--- src/sv/qrt_pkg.sv ---
// ----------------------------------------------------------------------------
// qrt_pkg
// Shared types and constants for the quorum reply tally block: command and
// reply codes, register indexes, completion paths and the tally handshake.
// ----------------------------------------------------------------------------
package qrt_pkg;

    // Command codes of an input word
    localparam logic CMD_START = 1'b0;
    localparam logic CMD_REPLY = 1'b1;

    // Reply kinds
    localparam logic [1:0] RK_READ_ACK  = 2'd0;
    localparam logic [1:0] RK_WRITE_ACK = 2'd1;
    localparam logic [1:0] RK_RELAY     = 2'd2;

    // Client roles
    localparam logic ROLE_WRITER = 1'b0;
    localparam logic ROLE_READER = 1'b1;

    // Request kinds
    localparam logic REQ_WRITE = 1'b0;
    localparam logic REQ_READ  = 1'b1;

    // Completion paths
    localparam logic [1:0] PATH_WRITE = 2'd0;
    localparam logic [1:0] PATH_FAST  = 2'd1;
    localparam logic [1:0] PATH_SLOW  = 2'd2;

    // Configuration register indexes
    localparam logic [1:0] CFG_ROLE        = 2'd0;
    localparam logic [1:0] CFG_NUM_SERVERS = 2'd1;
    localparam logic [1:0] CFG_MAX_FAIL    = 2'd2;
    localparam logic [1:0] CFG_MAX_OPS     = 2'd3;

    // Fixed numbers
    localparam logic [31:0] MIN_SEED     = 32'd10000000;
    localparam logic [31:0] VALUE_OFFSET = 32'd900;
    localparam logic [6:0]  SAT7         = 7'd127;

    // Request from the sequencer to the tally walker
    typedef struct packed {
        logic        start;
        logic        clear;
        logic [31:0] ts;
        logic [31:0] value;
        logic [6:0]  majority;
    } qrt_tally_req_t;

    // Outcome of one relay lookup
    typedef struct packed {
        logic        done;
        logic        complete;
        logic        overflow;
        logic [31:0] stamp;
        logic [31:0] data;
    } qrt_tally_rsp_t;

endpackage

--- src/sv/qrt_tally.sv ---
// ----------------------------------------------------------------------------
// qrt_tally
// Relay tally table. Walks the used entries one at a time with a single
// timestamp comparator; bumps the vote count of a match or appends a new
// entry, and flags overflow when the table is full.
// ----------------------------------------------------------------------------
module qrt_tally #(
    parameter int TALLY_DEPTH = 8
) (
    input  logic                    clk,
    input  logic                    rst_n,
    input  qrt_pkg::qrt_tally_req_t req,
    output qrt_pkg::qrt_tally_rsp_t rsp
);
    import qrt_pkg::*;

    localparam int IDX_W = (TALLY_DEPTH > 1) ? $clog2(TALLY_DEPTH) : 1;
    localparam int CNT_W = $clog2(TALLY_DEPTH + 1);
    localparam logic [CNT_W-1:0] DEPTH_CNT = CNT_W'(TALLY_DEPTH);

    localparam logic [1:0] ST_IDLE   = 2'd0;
    localparam logic [1:0] ST_READ   = 2'd1;
    localparam logic [1:0] ST_CMP    = 2'd2;
    localparam logic [1:0] ST_APPEND = 2'd3;

    logic [1:0]       state_reg, state_next;
    logic [CNT_W-1:0] idx_reg, idx_next;
    logic [CNT_W-1:0] used_reg, used_next;
    logic [31:0]      key_ts_reg, key_ts_next;
    logic [31:0]      key_val_reg, key_val_next;
    logic [6:0]       maj_reg, maj_next;

    logic [31:0] stamp_mem [TALLY_DEPTH];
    logic [31:0] data_mem  [TALLY_DEPTH];
    logic [6:0]  votes_mem [TALLY_DEPTH];

    logic [31:0] rd_stamp_reg;
    logic [31:0] rd_data_reg;
    logic [6:0]  rd_votes_reg;

    logic             wr_all;
    logic             wr_votes;
    logic [IDX_W-1:0] wr_addr;
    logic [6:0]       votes_inc;
    logic [CNT_W-1:0] idx_inc;
    logic             hit;

    assign votes_inc = (rd_votes_reg == SAT7) ? SAT7 : rd_votes_reg + 7'd1;
    assign idx_inc   = idx_reg + CNT_W'(1);
    assign hit       = (rd_stamp_reg == key_ts_reg);

    // Walk the table
    always_comb
    begin
        state_next   = state_reg;
        idx_next     = idx_reg;
        used_next    = used_reg;
        key_ts_next  = key_ts_reg;
        key_val_next = key_val_reg;
        maj_next     = maj_reg;
        wr_all       = 1'b0;
        wr_votes     = 1'b0;
        wr_addr      = idx_reg[IDX_W-1:0];
        rsp          = '0;

        if (req.clear)
        begin
            used_next = '0;
        end

        case (state_reg)
            ST_IDLE:
            begin
                if (req.start)
                begin
                    key_ts_next  = req.ts;
                    key_val_next = req.value;
                    maj_next     = req.majority;
                    idx_next     = '0;
                    state_next   = (used_reg == '0) ? ST_APPEND : ST_READ;
                end
            end
            ST_READ:
            begin
                state_next = ST_CMP;
            end
            ST_CMP:
            begin
                if (hit)
                begin
                    wr_votes     = 1'b1;
                    rsp.done     = 1'b1;
                    rsp.complete = (votes_inc >= maj_reg);
                    rsp.stamp    = rd_stamp_reg;
                    rsp.data     = rd_data_reg;
                    state_next   = ST_IDLE;
                end
                else if (idx_inc == used_reg)
                begin
                    state_next = ST_APPEND;
                end
                else
                begin
                    idx_next   = idx_inc;
                    state_next = ST_READ;
                end
            end
            ST_APPEND:
            begin
                rsp.done = 1'b1;
                if (used_reg < DEPTH_CNT)
                begin
                    wr_all    = 1'b1;
                    wr_addr   = used_reg[IDX_W-1:0];
                    used_next = used_reg + CNT_W'(1);
                end
                else
                begin
                    rsp.overflow = 1'b1;
                end
                state_next = ST_IDLE;
            end
            default:
            begin
                state_next = ST_IDLE;
            end
        endcase
    end

    // Control registers
    always_ff @(posedge clk or negedge rst_n)
    begin
        if (!rst_n)
        begin
            state_reg <= ST_IDLE;
            idx_reg   <= '0;
            used_reg  <= '0;
        end
        else
        begin
            state_reg <= state_next;
            idx_reg   <= idx_next;
            used_reg  <= used_next;
        end
    end

    // Hold the search key
    always_ff @(posedge clk)
    begin
        key_ts_reg  <= key_ts_next;
        key_val_reg <= key_val_next;
        maj_reg     <= maj_next;
    end

    // Table storage, registered read
    always_ff @(posedge clk)
    begin
        if (wr_all)
        begin
            stamp_mem[wr_addr] <= key_ts_reg;
            data_mem[wr_addr]  <= key_val_reg;
            votes_mem[wr_addr] <= 7'd1;
        end
        else if (wr_votes)
        begin
            votes_mem[wr_addr] <= votes_inc;
        end
        rd_stamp_reg <= stamp_mem[idx_reg[IDX_W-1:0]];
        rd_data_reg  <= data_mem[idx_reg[IDX_W-1:0]];
        rd_votes_reg <= votes_mem[idx_reg[IDX_W-1:0]];
    end

endmodule

--- src/sv/quorum_reply_tally.sv ---
// ----------------------------------------------------------------------------
// quorum_reply_tally
// Client side of a quorum-replicated register: issues reads and writes and
// tallies server replies until a quorum or a majority completes the operation.
// ----------------------------------------------------------------------------
// Usage:
//   Input channel (in_valid/in_ready) carries one word per start command or
//   server reply. Every accepted word yields exactly one output word on the
//   out_valid/out_ready channel, in order.
//   Configuration (cfg_valid/cfg_ready, cfg_index, cfg_data) is always ready;
//   the user must see that it is written while the block is idle; the block does not enforce this.
// Sequence:
//   Start words, acks and ignored replies pass through the EXEC and EMIT
//   states before in_ready returns. A relay walks the tally table one used
//   entry at a time through one comparator, with a read and a compare state
//   per entry. The block takes one word at a time.
// Stall:
//   A finished word sits in the output register; the next input word is
//   taken while it waits, and its result is held until the register frees.
// Reset:
//   Clears busy, counters, the tally fill count and the output valid flag and
//   restores the default register settings. No clearing pass is needed.
// ----------------------------------------------------------------------------
module quorum_reply_tally #(
    parameter int TALLY_DEPTH = 8
) (
    input  logic        clk,
    input  logic        rst_n,
    // input words
    input  logic        in_valid,
    output logic        in_ready,
    input  logic        cmd,
    input  logic [1:0]  reply_kind,
    input  logic [31:0] reply_ts,
    input  logic [31:0] reply_value,
    input  logic [31:0] reply_op,
    // result words
    output logic        out_valid,
    input  logic        out_ready,
    output logic        request_issued,
    output logic        request_kind,
    output logic [31:0] request_ts,
    output logic [31:0] request_value,
    output logic [31:0] request_op,
    output logic        complete,
    output logic [1:0]  complete_path,
    output logic [31:0] result_ts,
    output logic [31:0] result_value,
    output logic        tally_overflow,
    // configuration
    input  logic        cfg_valid,
    output logic        cfg_ready,
    input  logic [1:0]  cfg_index,
    input  logic [31:0] cfg_data
);
    import qrt_pkg::*;

    localparam logic [1:0] ST_IDLE = 2'd0;
    localparam logic [1:0] ST_EXEC = 2'd1;
    localparam logic [1:0] ST_WAIT = 2'd2;
    localparam logic [1:0] ST_EMIT = 2'd3;

    logic [1:0] state_reg, state_next;

    // configuration registers
    logic        role_reg;
    logic [6:0]  num_servers_reg;
    logic [5:0]  max_failures_reg;
    logic [31:0] max_ops_reg;

    // client state
    logic [31:0] op_counter_reg, op_counter_next;
    logic [31:0] write_stamp_reg, write_stamp_next;
    logic [31:0] write_data_reg, write_data_next;
    logic        busy_reg, busy_next;
    logic        finished_reg, finished_next;
    logic [6:0]  reply_count_reg, reply_count_next;
    logic [31:0] min_stamp_reg, min_stamp_next;
    logic [31:0] min_data_reg, min_data_next;

    // captured input word
    logic        cmd_reg;
    logic [1:0]  kind_reg;
    logic [31:0] ts_reg;
    logic [31:0] value_reg;
    logic [31:0] op_reg;

    // pending result word
    logic        p_issued_reg, p_issued_next;
    logic        p_kind_reg, p_kind_next;
    logic [31:0] p_req_ts_reg, p_req_ts_next;
    logic [31:0] p_req_val_reg, p_req_val_next;
    logic [31:0] p_req_op_reg, p_req_op_next;
    logic        p_done_reg, p_done_next;
    logic [1:0]  p_path_reg, p_path_next;
    logic [31:0] p_res_ts_reg, p_res_ts_next;
    logic [31:0] p_res_val_reg, p_res_val_next;
    logic        p_ovf_reg, p_ovf_next;

    logic out_valid_reg;
    logic out_load;

    qrt_tally_req_t tally_req;
    qrt_tally_rsp_t tally_rsp;

    logic        in_accept;
    logic        fresh;
    logic [6:0]  rc_inc;
    logic [6:0]  quorum;
    logic        reached;
    logic        ops_left;
    logic [31:0] op_inc;
    logic        ts_lower;
    logic [31:0] min_ts_new;
    logic [31:0] min_data_new;

    assign in_ready  = (state_reg == ST_IDLE);
    assign in_accept = in_valid && in_ready;
    assign cfg_ready = 1'b1;
    assign out_valid = out_valid_reg;
    assign out_load  = (state_reg == ST_EMIT) && (!out_valid_reg || out_ready);

    // Reply qualification and quorum arithmetic
    always_comb
    begin
        fresh = 1'b0;
        if (busy_reg)
        begin
            if (kind_reg == RK_READ_ACK || kind_reg == RK_RELAY)
            begin
                fresh = (op_reg == op_counter_reg);
            end
            else if (kind_reg == RK_WRITE_ACK)
            begin
                fresh = (ts_reg == write_stamp_reg);
            end
        end
    end

    assign rc_inc   = (reply_count_reg == SAT7) ? SAT7 : reply_count_reg + 7'd1;
    assign quorum   = ({1'b0, max_failures_reg} >= num_servers_reg) ? 7'd0
                    : num_servers_reg - {1'b0, max_failures_reg};
    assign reached  = (rc_inc >= quorum);
    assign ops_left = (op_counter_reg < max_ops_reg);
    assign op_inc   = op_counter_reg + 32'd1;
    assign ts_lower = (ts_reg < min_stamp_reg);
    assign min_ts_new   = ts_lower ? ts_reg : min_stamp_reg;
    assign min_data_new = ts_lower ? value_reg : min_data_reg;

    // Sequencer
    always_comb
    begin
        state_next       = state_reg;
        op_counter_next  = op_counter_reg;
        write_stamp_next = write_stamp_reg;
        write_data_next  = write_data_reg;
        busy_next        = busy_reg;
        finished_next    = finished_reg;
        reply_count_next = reply_count_reg;
        min_stamp_next   = min_stamp_reg;
        min_data_next    = min_data_reg;
        p_issued_next    = p_issued_reg;
        p_kind_next      = p_kind_reg;
        p_req_ts_next    = p_req_ts_reg;
        p_req_val_next   = p_req_val_reg;
        p_req_op_next    = p_req_op_reg;
        p_done_next      = p_done_reg;
        p_path_next      = p_path_reg;
        p_res_ts_next    = p_res_ts_reg;
        p_res_val_next   = p_res_val_reg;
        p_ovf_next       = p_ovf_reg;
        tally_req          = '0;
        tally_req.ts       = ts_reg;
        tally_req.value    = value_reg;
        tally_req.majority = {1'b0, num_servers_reg[6:1]} + 7'd1;

        case (state_reg)
            ST_IDLE:
            begin
                if (in_accept)
                begin
                    state_next = ST_EXEC;
                end
            end
            ST_EXEC:
            begin
                p_issued_next  = 1'b0;
                p_kind_next    = REQ_WRITE;
                p_req_ts_next  = '0;
                p_req_val_next = '0;
                p_req_op_next  = '0;
                p_done_next    = 1'b0;
                p_path_next    = PATH_WRITE;
                p_res_ts_next  = '0;
                p_res_val_next = '0;
                p_ovf_next     = 1'b0;
                state_next     = ST_EMIT;
                if (cmd_reg == CMD_START)
                begin
                    if (role_reg == ROLE_WRITER)
                    begin
                        if (ops_left)
                        begin
                            op_counter_next  = op_inc;
                            write_stamp_next = write_stamp_reg + 32'd1;
                            write_data_next  = op_inc + VALUE_OFFSET;
                            busy_next        = 1'b1;
                            reply_count_next = '0;
                            p_issued_next    = 1'b1;
                            p_kind_next      = REQ_WRITE;
                            p_req_ts_next    = write_stamp_reg + 32'd1;
                            p_req_val_next   = op_inc + VALUE_OFFSET;
                            p_req_op_next    = op_inc;
                        end
                        else if (op_counter_reg != '1)
                        begin
                            op_counter_next = op_inc;
                        end
                    end
                    else if (ops_left)
                    begin
                        op_counter_next  = op_inc;
                        busy_next        = 1'b1;
                        finished_next    = 1'b0;
                        reply_count_next = '0;
                        min_stamp_next   = MIN_SEED;
                        tally_req.clear  = 1'b1;
                        p_issued_next    = 1'b1;
                        p_kind_next      = REQ_READ;
                        p_req_op_next    = op_inc;
                    end
                end
                else if (fresh)
                begin
                    if (role_reg == ROLE_WRITER)
                    begin
                        if (reached)
                        begin
                            busy_next        = 1'b0;
                            reply_count_next = '0;
                            p_done_next      = 1'b1;
                            p_path_next      = PATH_WRITE;
                            p_res_ts_next    = write_stamp_reg;
                            p_res_val_next   = write_data_reg;
                        end
                        else
                        begin
                            reply_count_next = rc_inc;
                        end
                    end
                    else if (!finished_reg)
                    begin
                        if (kind_reg == RK_RELAY)
                        begin
                            tally_req.start = 1'b1;
                            state_next      = ST_WAIT;
                        end
                        else if (kind_reg == RK_READ_ACK)
                        begin
                            min_stamp_next = min_ts_new;
                            min_data_next  = min_data_new;
                            if (reached)
                            begin
                                finished_next    = 1'b1;
                                busy_next        = 1'b0;
                                reply_count_next = '0;
                                p_done_next      = 1'b1;
                                p_path_next      = PATH_SLOW;
                                p_res_ts_next    = min_ts_new;
                                p_res_val_next   = min_data_new;
                            end
                            else
                            begin
                                reply_count_next = rc_inc;
                            end
                        end
                    end
                end
            end
            ST_WAIT:
            begin
                if (tally_rsp.done)
                begin
                    p_ovf_next = tally_rsp.overflow;
                    if (tally_rsp.complete)
                    begin
                        finished_next    = 1'b1;
                        busy_next        = 1'b0;
                        reply_count_next = '0;
                        p_done_next      = 1'b1;
                        p_path_next      = PATH_FAST;
                        p_res_ts_next    = tally_rsp.stamp;
                        p_res_val_next   = tally_rsp.data;
                    end
                    state_next = ST_EMIT;
                end
            end
            ST_EMIT:
            begin
                if (out_load)
                begin
                    state_next = ST_IDLE;
                end
            end
            default:
            begin
                state_next = ST_IDLE;
            end
        endcase
    end

    // Control and client state
    always_ff @(posedge clk or negedge rst_n)
    begin
        if (!rst_n)
        begin
            state_reg        <= ST_IDLE;
            role_reg         <= ROLE_WRITER;
            num_servers_reg  <= 7'd5;
            max_failures_reg <= 6'd1;
            max_ops_reg      <= 32'd100;
            op_counter_reg   <= '0;
            write_stamp_reg  <= '0;
            write_data_reg   <= '0;
            busy_reg         <= 1'b0;
            finished_reg     <= 1'b0;
            reply_count_reg  <= '0;
            min_stamp_reg    <= MIN_SEED;
            min_data_reg     <= '0;
            out_valid_reg    <= 1'b0;
        end
        else
        begin
            state_reg       <= state_next;
            op_counter_reg  <= op_counter_next;
            write_stamp_reg <= write_stamp_next;
            write_data_reg  <= write_data_next;
            busy_reg        <= busy_next;
            finished_reg    <= finished_next;
            reply_count_reg <= reply_count_next;
            min_stamp_reg   <= min_stamp_next;
            min_data_reg    <= min_data_next;
            if (cfg_valid && cfg_ready)
            begin
                case (cfg_index)
                    CFG_ROLE:        role_reg         <= cfg_data[0];
                    CFG_NUM_SERVERS: num_servers_reg  <= cfg_data[6:0];
                    CFG_MAX_FAIL:    max_failures_reg <= cfg_data[5:0];
                    CFG_MAX_OPS:     max_ops_reg      <= cfg_data;
                    default:         role_reg         <= role_reg;
                endcase
            end
            if (out_load)
            begin
                out_valid_reg <= 1'b1;
            end
            else if (out_ready)
            begin
                out_valid_reg <= 1'b0;
            end
        end
    end

    // Capture the input word, hold the pending result, drive the output word
    always_ff @(posedge clk)
    begin
        if (in_accept)
        begin
            cmd_reg   <= cmd;
            kind_reg  <= reply_kind;
            ts_reg    <= reply_ts;
            value_reg <= reply_value;
            op_reg    <= reply_op;
        end
        p_issued_reg  <= p_issued_next;
        p_kind_reg    <= p_kind_next;
        p_req_ts_reg  <= p_req_ts_next;
        p_req_val_reg <= p_req_val_next;
        p_req_op_reg  <= p_req_op_next;
        p_done_reg    <= p_done_next;
        p_path_reg    <= p_path_next;
        p_res_ts_reg  <= p_res_ts_next;
        p_res_val_reg <= p_res_val_next;
        p_ovf_reg     <= p_ovf_next;
        if (out_load)
        begin
            request_issued <= p_issued_reg;
            request_kind   <= p_kind_reg;
            request_ts     <= p_req_ts_reg;
            request_value  <= p_req_val_reg;
            request_op     <= p_req_op_reg;
            complete       <= p_done_reg;
            complete_path  <= p_path_reg;
            result_ts      <= p_res_ts_reg;
            result_value   <= p_res_val_reg;
            tally_overflow <= p_ovf_reg;
        end
    end

    // Relay tally walker
    qrt_tally #(
        .TALLY_DEPTH (TALLY_DEPTH)
    ) u_tally (
        .clk   (clk),
        .rst_n (rst_n),
        .req   (tally_req),
        .rsp   (tally_rsp)
    );

endmodule

--- config.mk ---
export PLATFORM = sky130hd
export DESIGN_NAME = quorum_reply_tally
export DESIGN_NICKNAME = d
export VERILOG_FILES = /design/src/sv/qrt_pkg.sv /design/src/sv/qrt_tally.sv /design/src/sv/quorum_reply_tally.sv
export SDC_FILE = /design/constraint.sdc
export NUM_CORES = 2
export LEC_CHECK = 0
export BUFFER_PORTS_ARGS = -buffer_cell sky130_fd_sc_hd__buf_2
export CORE_ASPECT_RATIO = 1.1
export CORE_UTILIZATION = 40
export CTS_CLUSTER_DIAMETER = 50
export CTS_CLUSTER_SIZE = 20
export DETAILED_ROUTE_END_ITERATION = 8
export PLACE_DENSITY = 0.53
export SLEW_MARGIN = 20
export SYNTH_ARGS = -nofsm -noshare
export SYNTH_HDL_FRONTEND = slang
export SYNTH_SLANG_ARGS = --single-unit
--- constraint.sdc ---
create_clock -name clk -period 22.1 [get_ports clk]
set_input_delay 1.105 -clock clk [delete_from_list [all_inputs] [get_ports clk]]
set_output_delay 1.105 -clock clk [all_outputs]
set_load 0.02 [all_outputs]
==> impl_metrics.csv <==
group,metric,value,unit
run_status,status,"finished with violations",
run_status,failed_checks,"design-rule violations",
placed_design,gp_congestion,0.811,
yosys,ys_seq_area_share,71.3,%
setup_path,cp_max_fo,35,
finish,nFillCells,12100,
setup_path,end_kind,"register",
yosys,ys_ff_latch,1369,
setup_path,cp.arrival,5570,ps
finish,fin_cells,5779,
setup_path,startpoint,"num_servers_reg[1]$_DFFE_PN0P_",
routing,drc,46,
timing,worst_pin_slew,1130,ps
global_routing,grt_busiest_layer,"met2",
clock_network,post_cts_buffers,0,
yosys,synth-simple-area-share,7.32,%
global_routing,grt_max_degree,107,
placed_design,dp.cells,5522,
yosys,synthMostInstantiatedCell,"edfxtp_1",
yosys,synth_cell_types,93,
power,total_power,6.71,mW
die,coreArea,136000,µm²
clock_network,clk_pin_slew_worst_paths,70,ps
clock_network,cts_tree,"yes",
die,io_pins,307,
yosys,syn_nets,3761,
routing,wl,148,mm
timing,fin_ws,17020,ps
routing,detail_route.wl_per_cell,25.6,µm
power,power_leakage,22.9,nW
timing,final-max-slew-violation-count,0,
clock_network,clk_latency,800,ps
routing,drt_iter0_markers,2481,
timing,min_period,5080,ps
clock_network,cts_resized,0,
yosys,synthTopCellsByArea,"edfxtp_1 (58%), dfrtp_1 (9.7%), mux4_2 (5.8%), xnor2_1 (2.9%), nand2_1 (2.8%)",
global_routing,use_met1,28.2,%
finish,reg_top3,"u_tally.data_mem: 256 flops, u_tally.stamp_mem: 256 flops, u_tally.votes_mem: 56 flops",
global_routing,grt_use_met2,35.1,%
finish,final_area,63500,µm²
yosys,yosys-top-cells-count,"edfxtp_1 (1070), nand2_1 (418), dfrtp_1 (214)",
global_routing,grt-ovfl-total,0,
global_routing,grt_pass1_vias,31100,
setup_path,worstPathRequired,22600,ps
timing,fin_crit_sh,23.0,%
yosys,synth_area,55100,µm²
setup_path,crit_slowest_cell,"or4_2",
yosys,synthAdderAreaFrac,2.22,%
clock_network,htreeDepth,4,
timing,max_freq,197,MHz
timing,holdWs,317,ps
setup_path,worstPathCellList,"ha_1 > nor2b_1 > o21ai_0 > nand2b_1 > a21o_1 > a21o_1 > a21oi_1 > o21bai_1 > nor2b_1 > ha_1 > nand2b_1 > a21o_1 > a21oi_1 > o21ai_0 > a31oi_1 > or4_2 > buf_4 > o221ai_1",
flow_run,max_cap_viol_count,0,
placed_design,placed_area,58700,µm²
yosys,post-synth-top-area-fraction,58.3,%
finish,drive_above_1_share,22.3,%
setup_path,start_kind,"register",
power,peakVddDrop,0.0000773,V
placed_design,place_ws,16960,ps
routing,dr.pass1.iters,9,
die,initial_core_util,40.4,%
yosys,yosysWarnings,0,
finish,seq_area,39300,µm²
global_routing,grtUsageTotal,21.3,%
setup_path,cp_slowest_stage_delay,750,ps
yosys,synth_edf_count,1070,
timing,skew,40.8,ps
setup_path,cpMostUsedCell,"a21o_1",
hold_path,hp-class,"in -> async",
yosys,synth_mux_area_share,8.63,%
finish,syn_to_final_growth,15.2,%
timing,rsz0062_at_grt,"false",
clock_network,cts_sinks,1369,
yosys,synth_top_family_by_area,"multiplexers",
finish,fin_util,46.5,%
setup_path,path_buf_inv,1,
die,die_h,391,µm
clock_network,holdBufCountCts,0,
power,power_density,106,nW/µm²
global_routing,grt_pass1_wl,214,mm
finish,nNetsFinal,4097,
yosys,syn_avg_cell_area,15.6,µm²
clock_network,cts_buffer_depth,3,
finish,multiInputGateArea,14600,µm²
yosys,yosys.area.top_type,"edfxtp_1",
yosys,synth_flop_cell,"edfxtp_1",
global_routing,antenna_found_initial,7,
setup_path,crit_family,"compound AO/OA/AOI/OAI gates",
routing,post_drt_via_cell_ratio,5.32,
die,die_area,139000,µm²
setup_path,reg2reg_from,"num_servers_reg[1]$_DFFE_PN0P_",
yosys,postSynth.asyncResetShare,16.7,%
die,die_w,356,µm
timing,setup-violations-final,0,
clock_network,cts-root-buf,"clkbuf_16",
yosys,syn_inst,3526,
timing,hold_viol_final,0,
placed_design,portBuffers,305,
timing,tns,0,ps
routing,num_vias,30700,
yosys,post_synth_xor_area_fraction,4.18,%
placed_design,dpl.hpwl,94.3,mm
die,row_count,142,
clock_network,cts_inserted_buffers,138,
global_routing,met3_usage,4.38,%
setup_path,critical_path_class,"reg -> reg",
timing,relSlewSlack,24.4,%
yosys,synth-compound-area-share,3.91,%
routing,antenna_left,0,
report_power, final:
part / internal [mW] / leakage (nW) / switching, mW
logic: 0.240 / 7.18 / 0.635
clock network: 1.27 / 2.29 / 1.14
registers: 3.21 / 13.4 / 0.209
per-layer routing:
| layer | share of wire (%) | vias to the layer above |
|---|---|---|
| met2 | 49 | 879 |
| met3 | 5.8 | 216 |
| li1 | - | 13800 |
| met5 | 0.036 | - |
| met4 | 2.8 | 8 |
| met1 | 43 | 15800 |
worst paths after layout:
| path | end | slack [ps] | depth (start not counted) |
|---|---|---|---|
| worst max-delay path | p_res_val_reg[4]$_DFFE_PP_ | 17020 | 18 |
| worst min-delay path | write_stamp_reg[20]$_DFFE_PN0P_ | 320 | 1 |
| worst max register to register | p_res_val_reg[4]$_DFFE_PP_ | 17020 | 18 |
| worst min register to register | request_op[26]$_DFFE_PP_ | 390 | 0 |
| max in group asynchronous | min_data_reg[1]$_DFFE_PN0P_ | 19860 | 3 |
| min in group clk | request_op[26]$_DFFE_PP_ | 390 | 0 |
placed cells by master, fill, tap and decap left out, drive strengths merged, types with 16 or more instances in the layout:
master	instances
nand2	418
a21o	19
xnor2	181
inv	221
and3	21
nor3	40
nand3	49
a22o	25
nor2	180
nand4	53
mux2	77
dfxtp	71
and2	17
xor2	82
clkinv	48
buf	353
ha	96
edfxtp	1070
clkbuf	151
o221ai	66
nand2b	16
dfrtp	214
mux2i	69
a21oi	43
mux4	142
o21ai	74
nor4	28
layout make-up:
class / instances / share of cell area, %
well taps: 1800 / 3.55
repair buffers: 353 / 3.03
clock buffers: 151 / 5.66
multi-input cells: 1823 / 23.0
clock inverters: 105 / 1.82
diodes: 1 / 0.00394
flip-flops and latches: 1369 / 61.9
inverters: 177 / 1.05
cell families after synthesis:
| group | Yosys count |
|---|---|
| flip-flops | 1369 |
| AND/OR/NAND/NOR | 875 |
| buffers and inverters | 334 |
| AO/OA/AOI/OAI | 299 |
| multiplexers | 288 |
| XOR/XNOR | 263 |
| adder cells (fa/ha/maj) | 97 |
| other | 1 |
Note: power is estimated with default switching activity, not from simulation.
